File: config.mk
export PLATFORM = sky130hd
export DESIGN_NAME = histeq_divider
export DESIGN_NICKNAME = d
export VERILOG_FILES = /design/src/sv/histogram_equalizer_core_defines.svh /design/src/sv/histeq_divider.sv
export SDC_FILE = /design/constraint.sdc
export NUM_CORES = 1
export LEC_CHECK = 0
export BUFFER_PORTS_ARGS = -buffer_cell sky130_fd_sc_hd__buf_4
export CORE_ASPECT_RATIO = 0.5
export CORE_MARGIN = 3
export CORE_UTILIZATION = 63
export DETAILED_ROUTE_END_ITERATION = 16
export PLACE_DENSITY = 0.88
export SYNTH_ARGS = -nofsm -noshare
export SYNTH_HDL_FRONTEND = slang
export SYNTH_SLANG_ARGS = --single-unit
File: constraint.sdc
create_clock -name clk -period 9.64 [get_ports clk]
set_clock_uncertainty 0.15 [all_clocks]
set_input_delay 1.928 -clock clk [delete_from_list [all_inputs] [get_ports clk]]
set_output_delay 1.928 -clock clk [all_outputs]
set_load 0.05 [all_outputs]
File: src/sv/histogram_equalizer_core_defines.svh
// Assertion macros shared by the histogram equalizer RTL.
// Each macro expects clk and arst_n in the scope where it is used.
`ifndef HISTOGRAM_EQUALIZER_CORE_DEFINES_SVH
`define HISTOGRAM_EQUALIZER_CORE_DEFINES_SVH

// Same-cycle implication, checked out of reset
`define HEC_ASSERT_NOW(label, ante, cons, msg) \
	label: assert property (@(posedge clk) disable iff (!arst_n) (ante) |-> (cons)) \
		else $error(msg);

// Next-cycle implication, checked out of reset
`define HEC_ASSERT_NEXT(label, ante, cons, msg) \
	label: assert property (@(posedge clk) disable iff (!arst_n) (ante) |=> (cons)) \
		else $error(msg);

`endif

File: src/sv/histeq_divider.sv
`timescale 1ns / 1ps
// Restoring divider, one quotient bit per cycle, MSB first.
// Depends on nothing but its parameters; used by the table build sequencer.
module histeq_divider #(
	parameter int NUM_W  = 40,
	parameter int DEN_W  = 26,
	parameter int QUOT_W = 9
) (
	input  logic              clk,
	input  logic              arst_n,
	input  logic              start,
	input  logic [NUM_W-1:0]  numerator,
	input  logic [DEN_W-1:0]  denominator,
	output logic              done,
	output logic [QUOT_W-1:0] quotient
);

	localparam int SH_W   = DEN_W + QUOT_W - 1;
	localparam int CMP_W  = (NUM_W > SH_W) ? NUM_W : SH_W;
	localparam int STEP_W = $clog2(QUOT_W + 1);

	logic              run_q;
	logic              done_q;
	logic [STEP_W-1:0] step_q;
	logic [CMP_W-1:0]  rem_q;
	logic [CMP_W-1:0]  den_sh_q;
	logic [QUOT_W-1:0] quot_q;
	logic              fits;

	// Trial compare of the shared subtract unit
	assign fits = (rem_q >= den_sh_q);

	// Step control
	always_ff @(posedge clk or negedge arst_n) begin
		if (!arst_n) begin
			run_q  <= 1'b0;
			done_q <= 1'b0;
			step_q <= '0;
		end else if (start) begin
			run_q  <= 1'b1;
			done_q <= 1'b0;
			step_q <= STEP_W'(QUOT_W);
		end else if (run_q) begin
			step_q <= step_q - STEP_W'(1);
			if (step_q == STEP_W'(1)) begin
				run_q  <= 1'b0;
				done_q <= 1'b1;
			end
		end else begin
			done_q <= 1'b0;
		end
	end

	// Load operands, then subtract and shift one bit per cycle
	always_ff @(posedge clk) begin
		if (start) begin
			rem_q    <= CMP_W'(numerator);
			den_sh_q <= CMP_W'(denominator) << (QUOT_W - 1);
		end else if (run_q) begin
			if (fits) begin
				rem_q <= rem_q - den_sh_q;
			end
			den_sh_q <= den_sh_q >> 1;
			quot_q   <= {quot_q[QUOT_W-2:0], fits};
		end
	end

	assign done     = done_q;
	assign quotient = quot_q;

endmodule

Word-level counts from Yosys, hierarchy flattened
Cells that the tools add are included.
Widths: inputs -> output; s select.
{ "word_totals": {"reg_bits": 89, "input_bits": 69, "word_cells": 30, "output_inout_bits": 10} }
{ "op_classes": {"n_eq_ne": 2, "n_lt_le_gt_ge": 1, "add_sub_neg": 2, "reduce_logical": 4, "mux": 13, "bitwise_logic": 1} }
{ "op_table": {"columns": ["cell", "count"], "rows": [
  ["$mux 40", 3],
  ["$mux 34", 2],
  ["$ge 40x34->1", 1],
  ["$sub 40x34->40", 1],
  ["$mux 4", 2],
  ["$mux 1", 6],
  ["$eq 4x1->1 const B", 1],
  ["$reduce_and 2->1", 2],
  ["$reduce_bool 2->1", 2],
  ["$sub 4x1->4 const B", 1],
  ["$ne 3x2->1 const B", 1],
  ["$not 1->1", 1]
]} }

Depth between registers and ports, before layout
{ "logic_depth": {"depth_word": 4, "mapped_depth": 12, "depth_no_buf": 12} }

Worst setup path before layout
Ideal clock, no wire load.
{ "synth_timing": {"kind": "input -> register", "start": "input port start", "end": "register rem_q[0], enable pin", "path_slack_ns": 5.742, "required_ns": 9.094, "t_arrival_ns": 3.352, "setup_ns": 0.396, "cell_stages": 3, "cell_sequence": "clkbuf_1 -> buf_1 -> a21o_1"} }
{ "synth_via": {"elab_chain_cells": 2, "elab_cells_between_ends": 3, "cone_classes": "reduce/logical (3)"} }
{ "synth_rtl": {"columns": ["element", "line_no", "text"], "rows": [
  ["from (decl)", "histeq_divider.sv:11", "input logic start,"],
  ["$reduce_bool 2->1 (no source line)", null, null],
  ["$reduce_and 2->1 (no source line) (*)", null, null],
  ["to (signal assigned)", "histeq_divider.sv:57", "rem_q <= CMP_W'(numerator);"],
  ["to (signal assigned)", "histeq_divider.sv:61", "rem_q <= rem_q - den_sh_q;"],
  ["to (decl)", "histeq_divider.sv:25", "logic [CMP_W-1:0] rem_q;"]
]} }
Every way passes the cells marked *; elsewhere a longest branch is shown, timed or not.
A chain may end at the register's enable or synchronous reset.

Worst setup path after layout
{ "layout_timing": {"start": "input port start", "end": "register rem_q[18], enable pin"} }
Same word-level chain as after synthesis.

==> metrics.yaml <==
run_status:
  status: "finished, final reports clean"
floorplan:
  initial_core_util_pct: 66.89
  core_sq_um: 9009
  die_area_sq_um: 10850
  die_x_microns: 144.3
  boundaryPins: 79
  num_rows: 24
  die_h_microns: 75.16
layout:
  area_growth_pct: 15.28
  fillers: 655
  final_cell_mix: "nand2_1, buf_4, edfxtp_1"
  seq_area_sq_um: 2562
  drive_above_1_share_pct: 17.06
  multiInputGateArea_sq_um: 3133
  insertedDiodeCount: 0
  final_common_cell: "nand2_1"
  final_nets: 822
  stdcell_area_sq_um: 6947
  final_util_pct: 77.11
global_route:
  grt_use_total_pct: 26.02
  grt_max_degree: 99
  antenna_found_initial: 0
  grt.overflow.total: 0
  grt_pass1_vias: 4780
  grt_first_pass_wirelength_mm: 22.38
timing:
  finalHoldViolCount: 0
  hold_slack_ns: 0.3129
  setup_violations: 0
  setup_tns_ns: 0
  worstMarginPinSlew_ns: 0.9021
  max_slew_margin_pct: 39.74
  period_needed_ns: 4.170
  final.setup.worst_slack_ns: 5.470
  min_period_over_period_pct: 43.26
  slew_violations: 0
  grt_setup_unrepaired: "no"
  fmax_mhz: 239.8
power:
  seq_power_share_pct: 27.5
  power_density_nw_per_um2: 345.8
  p_sw_share_pct: 44.15
  combPwrFrac_pct: 57.0
  clockPowerShare_pct: 15.5
  p_leak_uw: 0.002992
  ir_drop_mv: 0.1508
  p_int_uw: 1342
  switchingPower_uw: 1060
synthesis:
  synth_top_area_cell: "edfxtp_1"
  syn_area_per_cell_sq_um: 9.172
  ys_ff_latch: 89
  synth_area_sq_um: 6026
  synth_cell_types: 71
  syn-num-nets: 763
  syn_inst: 657
  synth.area.top_cells: "edfxtp_1, ha_1, nand2_1"
  synth_edf_count: 75
  synth_ff_type: "edfxtp_1"
  yosysSeqAreaShare_pct: 42.52
  yosysTopAreaCellShare_pct: 37.38
  yosysWarnings: 0
  async_reset_ff_share_pct: 6.742
critical_path:
  required_ns: 9.49
  cp-start-kind: "input port"
  rrSetupSlack_ns: 5.99
  ff2ff_path_depth: 13
  crit_type: "in -> reg"
  crit_end: "rem_q[18]"
  cp_max_fo: 98
  startpoint: "start"
  cp.arrival_ns: 4.02
  cp-end-kind: "flop"
  reg2reg_from: "rem_q[0]"
  rr_endpoint: "rem_q[18]"
clock_network:
  worstSkewPairLatency_ns: 0.35
  clock_path_buffers: 2
  cts_buffers: 9
  post_cts_resized: 0
  post_cts.repair.setup_buffers: 0
  cts_sinks: 89
  cts_tree: "built"
  cts.clk_slew.worst_paths_ns: 0.07
  postCtsHoldBufs: 0
  htree_levels: 3
  root_buffer: "clkbuf_16"
min_path:
  hold_path_class: "reg -> reg"
routing:
  drt_pass1_iterations: 6
  drt_iter0_drc: 473
  routed_wl_mm: 13.77
  detail-route-antenna-nets: 0
  num_vias: 5031
  wl_per_cell_microns: 16.43
  drc_errors: 0
  vias_per_cell: 6.004
placement:
  place_congestion: 0.8902
  dp_hpwl_mm: 9.738
  pre_cts_ws_ns: 5.058
  placed_area_sq_um: 6638
  port_buffers: 78
run:
  maxCapViolations: 0
-- layout make-up --
type / count / share of cell area [%]
Multi-Input combinational cell: 485 / 45.10
Timing Repair Buffer: 81 / 8.754
Tap cell: 117 / 2.107
Sequential cell: 89 / 36.89
Inverter: 50 / 2.702
Clock buffer: 9 / 3.242
Clock inverter: 7 / 1.207
-- layer usage --
layer  GRT usage, %  part of all wire [%]  wire length [microns]
met1          35.63                    45                   6170
met4          7.135                   1.3                    183
met3          5.203                   7.0                    966
met5              0                     0                      0
met2          43.05                    47                   6448
-- logic make-up (layout without fill, tap and decap cells) --
kind of cell,after synthesis,after routing,share of synthesized area (%)
and+or+nand+nor,216,216,16.11
DFF,89,89,42.52
muxes,12,12,2.056
buffers and inverters,83,147,5.482
xor gates and xnor gates,32,32,4.651
adders and majority gates,37,37,7.807
AOI/OAI and AO/OA,188,188,21.37
-- worst max-delay path, cell delays in order --
cell and delay [ns]:
buf_4 0.34, buf_4 0.73, a21o_1 0.51, buf_4 0.47
-- sequential cells by signal, indices dropped and copies added, names as in the netlist --
signal	count
rem_q	40
den_sh_q	34
quotient	9
step_q	4
done	1
run_q	1
-- worst min path at each step --
| stage | from | endpoint | slack [ns] | cells after the start |
|---|---|---|---|---|
| finish | quotient[6] | quotient[7] | 0.31 | 0 |
| global route | quotient[3] | quotient[4] | 0.32 | 0 |
| CTS | quotient[1] | quotient[2] | 0.31 | 0 |
| floorplan | den_sh_q[0] | den_sh_q[0] | 0.31 | 2 |
| global placement | quotient[0] | quotient[1] | 0.28 | 0 |
| detailed placement | quotient[1] | quotient[2] | 0.29 | 0 |
-- power groups by stage --
stage | Combinational (uW) | Sequential, uW | Clock (uW)
4_1_cts | 1340 | 661 | 374
5_1_grt | 1510 | 674 | 390
2_1_floorplan | 1060 | 661 | 0
6_report | 1370 | 661 | 371
3_3_place_gp | 1290 | 659 | 0
3_5_place_dp | 1320 | 667 | 0
-- per-stage QoR --
step | power (uW) | instances
finish | 2402 | 838
global route | 2578 | 838
CTS | 2379 | 838
detailed placement | 1987 | 822
global placement | 1950 | 822
floorplan | 1720 | 657
-- synth_stat cells, types with 6 or more instances --
cell type,count
inv_1,50
clkbuf_1,21
edfxtp_1,75
xnor2_1,19
a21oi_1,39
o21bai_1,7
mux2i_1,9
o21ai_0,70
nand3_1,11
nand4_1,9
nor3_1,8
nor2b_1,6
dfrtp_1,6
nand2_1,115
a211oi_1,7
and3_1,7
dfxtp_1,8
a21o_1,17
nor2_1,32
xor2_1,13
ha_1,36
No activity file was read; power rests on OpenSTA's default activity.
