### src/sv/histogram_equalizer_core_defines.svh
// Assertion macros shared by the histogram equalizer RTL.
// Each macro expects clk and arst_n in the scope where it is used.
`ifndef HISTOGRAM_EQUALIZER_CORE_DEFINES_SVH
`define HISTOGRAM_EQUALIZER_CORE_DEFINES_SVH

// Same-cycle implication, checked out of reset
`define HEC_ASSERT_NOW(label, ante, cons, msg) \
	label: assert property (@(posedge clk) disable iff (!arst_n) (ante) |-> (cons)) \
		else $error(msg);

// Next-cycle implication, checked out of reset
`define HEC_ASSERT_NEXT(label, ante, cons, msg) \
	label: assert property (@(posedge clk) disable iff (!arst_n) (ante) |=> (cons)) \
		else $error(msg);

`endif

### src/sv/histeq_ram.sv
`timescale 1ns / 1ps
// Generic single-write, single-read RAM with registered read data.
// No dependencies.
module histeq_ram #(
	parameter int WIDTH = 8,
	parameter int DEPTH = 256
) (
	input  logic                     clk,
	input  logic                     wr_en,
	input  logic [$clog2(DEPTH)-1:0] wr_addr,
	input  logic [WIDTH-1:0]         wr_data,
	input  logic [$clog2(DEPTH)-1:0] rd_addr,
	output logic [WIDTH-1:0]         rd_data
);

	logic [WIDTH-1:0] mem_q [DEPTH];
	logic [WIDTH-1:0] rd_data_q;

	// Write port
	always_ff @(posedge clk) begin
		if (wr_en) begin
			mem_q[wr_addr] <= wr_data;
		end
	end

	// Registered read port
	always_ff @(posedge clk) begin
		rd_data_q <= mem_q[rd_addr];
	end

	assign rd_data = rd_data_q;

endmodule

### config.mk
export PLATFORM = sky130hd
export DESIGN_NAME = histeq_ram
export DESIGN_NICKNAME = d
export VERILOG_FILES = /design/src/sv/histogram_equalizer_core_defines.svh /design/src/sv/histeq_ram.sv
export SDC_FILE = /design/constraint.sdc
export NUM_CORES = 2
export LEC_CHECK = 0
export ABC_AREA = 0
export BUFFER_PORTS_ARGS = -buffer_cell sky130_fd_sc_hd__buf_4
export CORE_MARGIN = 1
export CORE_UTILIZATION = 60
export CTS_CLUSTER_SIZE = 8
export DETAILED_ROUTE_END_ITERATION = 10
export PLACE_DENSITY_LB_ADDON = 0.2
export SKIP_CTS_REPAIR_TIMING = 1
export SYNTH_ARGS = -nofsm -noshare
export SYNTH_HDL_FRONTEND = slang
export SYNTH_SLANG_ARGS = --single-unit
export TNS_END_PERCENT = 5
### constraint.sdc
create_clock -name clk -period 2.68 [get_ports clk]
set_input_delay 0.268 -clock clk [delete_from_list [all_inputs] [get_ports clk]]
set_output_delay 0.268 -clock clk [all_outputs]
set_load 0.03 [all_outputs]
# Yosys cells after proc, flatten, opt, wreduce, memory -nomap -nowiden
# Memories as Yosys holds them, arrays and structs flattened. A register that Yosys moved wholly into a read port is not among the register bits.
# Cells that the tools add are included.
[classes]
mux = 2
[op_table]
columns = ["op", "n"]
rows = [
  ["$mux 1", 2],
]
[totals]
regBits = 0
ramBits = 2048
inputBits = 26
output_inout_bits = 8
n_memories = 1
[memory_table]
columns = ["name", "depth", "width", "rd", "rd_clocked_by_memory_dff", "write_ports", "line_no", "source"]
rows = [
  ["mem_q", 256, 8, 1, 1, 1, "histeq_ram.sv:16", "logic [WIDTH-1:0] mem_q [DEPTH];"],
]

# Depth between registers and ports, before layout
[depth]
depth_word = 2
ltp_mapped = 11

# Worst setup path after synthesis
# No wires, ideal clock.
[synth_timing]
kind = "input -> register"
start = "in rd_addr[0]"
end = "reg rd_data_q[2] (netlist: rd_data[2]), read port of mem_q"
setup_time_ns = 0.131
arrival_ns = 2.075
required_ns = 2.549
setup_slack_ns = 0.474
cell_stages = 9
path_buffers = 4
path_cell_list = "buf_6 -> buf_12 -> buf_8 -> buf_2 -> mux4_2 -> a22oi_1 -> a21oi_1 -> nor4_1 -> nor4_2"
[synth_lines]
columns = ["element", "line_no", "source"]
rows = [
  ["start: declaration", "histeq_ram.sv:12", "input logic [$clog2(DEPTH)-1:0] rd_addr,"],
  ["end: declaration", "histeq_ram.sv:17", "logic [WIDTH-1:0] rd_data_q;"],
]

==> flow_summary.json <==
{
  "mappedNetlistArea_mm2": 0.0796,
  "clk-insertion-delay-late_ns": 0.90,
  "io_pins": 34,
  "fin_crit_sh_pct": 102,
  "worst_ir_drop_vdd_mv": 0.764,
  "crit_path_end_kind": "register",
  "yosys_warnings": 0,
  "drv.max_cap_violation_count": 0,
  "wl_per_cell_um": 32.4,
  "postSynthAreaPerCell_um2": 21.3,
  "grt_setup_unrepaired": "true",
  "first_global_vias": 42858,
  "portBuffers": 33,
  "setup-violations-final": 2,
  "top_cells_by_count_synth": "sky130_fd_sc_hd__edfxtp_1 (2,048), sky130_fd_sc_hd__mux4_2 (454), sky130_fd_sc_hd__nor2_1 (282)",
  "min_delay_path_class": "in -> reg",
  "finalNonFillerCells": 6267,
  "power.static_leakage_nw": 30.9,
  "ffs_latches_synth": 2056,
  "vias": 42015,
  "synth_cell_types": 55,
  "path_clk_slew_ns": 0.05,
  "clkSinkCount": 2056,
  "place.detailed.instances": 5918,
  "synth.net_count": 3759,
  "drt.antenna.violating_nets": 0,
  "cts_buffer_depth": 4,
  "netlist.area_leader.share_pct": 77.3,
  "cell_pwr_density_mw_per_mm2": 767,
  "avgViaCountPerCell": 6.70,
  "maximum_number_of_pins_on_one_net_before_global_route_repair": 110,
  "timing.critical_path.arrival_ns": 3.49,
  "pwr-share-clk_pct": 45.7,
  "grt-ovfl-total": 0,
  "cellInternalPower_mw": 57.5,
  "fin_util_pct": 71.7,
  "clk_root_buffer_cell": "sky130_fd_sc_hd__clkbuf_16",
  "floorplan.die_area_mm2": 0.134,
  "floorplan.initialDensity_pct": 60.5,
  "die-width_um": 366,
  "wl_um": 203000,
  "place.gp.congestion": 0.884,
  "power.combinational.fraction_pct": 5.1,
  "sequentialPowerShare_pct": 49.2,
  "hold_viol": 0,
  "dpl.hpwl_um": 128000,
  "yosys.area.top_type": "sky130_fd_sc_hd__edfxtp_1",
  "reg2reg_depth": 7,
  "grt_usage_pct": 30.8,
  "worst_pin_slew_ns": 1.01,
  "path_class": "reg -> reg",
  "core_area_mm2": 0.131,
  "fin_crit_ns": 2.73,
  "post-route-drc-count": 0,
  "max_freq_mhz": 366,
  "synth_enable_flop_cells": 2048,
  "net_count_final": 4501,
  "number_of_antenna_violations_at_the_first_check_in_global_routing": 6,
  "die-height_um": 366,
  "clock_tree.htree_level_count": 5,
  "first_pass_grt_wire_length_um": 295000,
  "final-max-slew-violation-count": 0,
  "area.growth.synth_to_final_pct": 18.5,
  "timing.max_slew.rel_slack_pct": 32.4,
  "drtIter0Drc": 5540,
  "whs_path_depth": 1,
  "dr.pass1.iters": 5,
  "switchingPower_mw": 14.8,
  "violations_in_the_final_reports": "negative setup slack",
  "row_count": 133,
  "netSwitchingFraction_pct": 20.4,
  "post_synthesis_cells": 3733,
  "critPathMaxFanout": 1,
  "synth.most_common_cell": "sky130_fd_sc_hd__edfxtp_1",
  "outcome": "finished with violations",
  "ys.flop_type": "sky130_fd_sc_hd__edfxtp_1",
  "cts-buffers-inserted": 307,
  "worstSetupStartpointType": "register",
  "top_area_cells_in_the_synthesized_netlist": "sky130_fd_sc_hd__edfxtp_1 (77%), sky130_fd_sc_hd__mux4_2 (13%), sky130_fd_sc_hd__mux2i_1 (1.7%), sky130_fd_sc_hd__nor2_1 (1.3%), sky130_fd_sc_hd__a22oi_1 (1.3%)",
  "synth_sequential_area_ratio_pct": 77.5,
  "cp_data_required_time_ns": 3.43,
  "synth-async-reset-ratio_pct": 0,
  "finalClockSkew_ns": 0.0567,
  "post_route_cells_drive_above_1_share_pct": 32.3,
  "final.setup.worst_slack_ns": -0.0526,
  "clock_tree_from_tritoncts": "built"
}
==> worst max-delay path: stages (launching register included) <==
cell and delay (ns):
sky130_fd_sc_hd__edfxtp_1 0.36, sky130_fd_sc_hd__mux4_2 0.49, sky130_fd_sc_hd__mux4_2 0.48, sky130_fd_sc_hd__nor2_1 0.21, sky130_fd_sc_hd__a2111oi_0 0.11, sky130_fd_sc_hd__nor3_1 0.65
sky130_fd_sc_hd__buf_4 0.25, sky130_fd_sc_hd__nor4_2 0.05
==> cells by family after synthesis <==
kind of cell           count (synthesis)  share of synthesized area [%]
flip-flops                          2056                           77.5
multiplexers                         591                           14.6
AND/OR/NAND/NOR                      466                           2.63
AO/OA/AOI/OAI                        385                           3.42
buffers and inverters                235                           1.83
==> path summary, 6_finish.rpt <==
path / start / slack [ns] / to
setup / recovery: mem_q[139][0]$_DFFE_PP_ / -0.05 / rd_data[0]$_DFF_P_
hold / removal: wr_data[1] / 0.0004 / mem_q[242][1]$_DFFE_PP_
setup reg to reg: mem_q[139][0]$_DFFE_PP_ / -0.05 / rd_data[0]$_DFF_P_
hold reg to reg: mem_q[33][5]$_DFFE_PP_ / 1.08 / rd_data[5]$_DFF_P_
==> power by group through the flow <==
| stage | Combinational (mW) | Sequential (mW) | Clock [mW] |
|---|---|---|---|
| after global placement | 3.59 | 36.2 | 0 |
| after global routing | 3.85 | 35.6 | 34.7 |
| after detailed placement | 3.65 | 36.2 | 0 |
| final | 3.69 | 35.6 | 33.0 |
| after floorplan | 1.72 | 36.2 | 0 |
| after CTS | 3.67 | 35.6 | 33.3 |
==> final cells by class <==
cell class / instances / area [um2]
antenna: 2 / 5.00
clock buffer: 337 / 7920
clock inverter: 7 / 77.6
fill: 7623 / 37200
inverter: 2 / 7.51
multi-input combinational: 1442 / 16500
sequential: 2056 / 61700
tap: 1755 / 2200
timing repair buffer: 666 / 5910
==> routing by layer <==
metal | wire length [um] | share of wire, % | global-route usage, %
met3 | 21400 | 11 | 7.18
met2 | 98000 | 48 | 48.0
met1 | 75800 | 37 | 42.8
met4 | 8020 | 3.9 | 12.5
met5 | 34 | 0.017 | 0
==> cells in the final DEF, fill, tap and decap left out, types with 3 or more instances in the layout <==
cell and instances:
sky130_fd_sc_hd__a221oi_1 13, sky130_fd_sc_hd__a211oi_1 16, sky130_fd_sc_hd__mux2i_1 134, sky130_fd_sc_hd__nor2_1 279, sky130_fd_sc_hd__a22o_1 8, sky130_fd_sc_hd__o211ai_1 10
sky130_fd_sc_hd__dfxtp_1 8, sky130_fd_sc_hd__nor2b_1 28, sky130_fd_sc_hd__nand3_1 34, sky130_fd_sc_hd__mux4_2 454, sky130_fd_sc_hd__clkbuf_8 5, sky130_fd_sc_hd__nor4_2 6
sky130_fd_sc_hd__dlygate4sd3_1 3, sky130_fd_sc_hd__or2_2 4, sky130_fd_sc_hd__o221ai_1 46, sky130_fd_sc_hd__buf_8 5, sky130_fd_sc_hd__nor4_1 21, sky130_fd_sc_hd__clkbuf_1 24
sky130_fd_sc_hd__and2_1 6, sky130_fd_sc_hd__clkbuf_16 313, sky130_fd_sc_hd__o22ai_1 28, sky130_fd_sc_hd__a21oi_1 96, sky130_fd_sc_hd__buf_12 67, sky130_fd_sc_hd__nor2b_4 3
sky130_fd_sc_hd__edfxtp_1 2048, sky130_fd_sc_hd__nor3_1 22, sky130_fd_sc_hd__nand2b_1 8, sky130_fd_sc_hd__buf_4 586, sky130_fd_sc_hd__nand4_1 10, sky130_fd_sc_hd__o21ai_0 10
sky130_fd_sc_hd__o32ai_1 4, sky130_fd_sc_hd__nand2_1 33, sky130_fd_sc_hd__nor2_4 3, sky130_fd_sc_hd__o22a_1 5, sky130_fd_sc_hd__inv_6 5, sky130_fd_sc_hd__a22oi_1 133
==> metrics by stage <==
stage | hold WS, ns | TNS [ns] | power (mW) | area [um2] | setup WS [ns]
CTS | -0.175 | -0.354 | 72.6 | 94200 | -0.220
floorplan | 0.367 | 0 | 37.9 | 79600 | 0.474
detailed placement | 0.738 | -4.07 | 39.8 | 86200 | -0.897
global placement | 0.735 | -3.88 | 39.8 | 86200 | -0.802
finish | 0.000440 | -0.0607 | 72.3 | 94300 | -0.0526
global route | 0.0128 | -0.0332 | 74.1 | 94300 | -0.0332
==> registers in the layout (all words and copies together), names as in the netlist <==
| register | count |
|---|---|
| rd_data | 8 |
| mem_q | 2048 |
(Power assumes the default switching activity.)
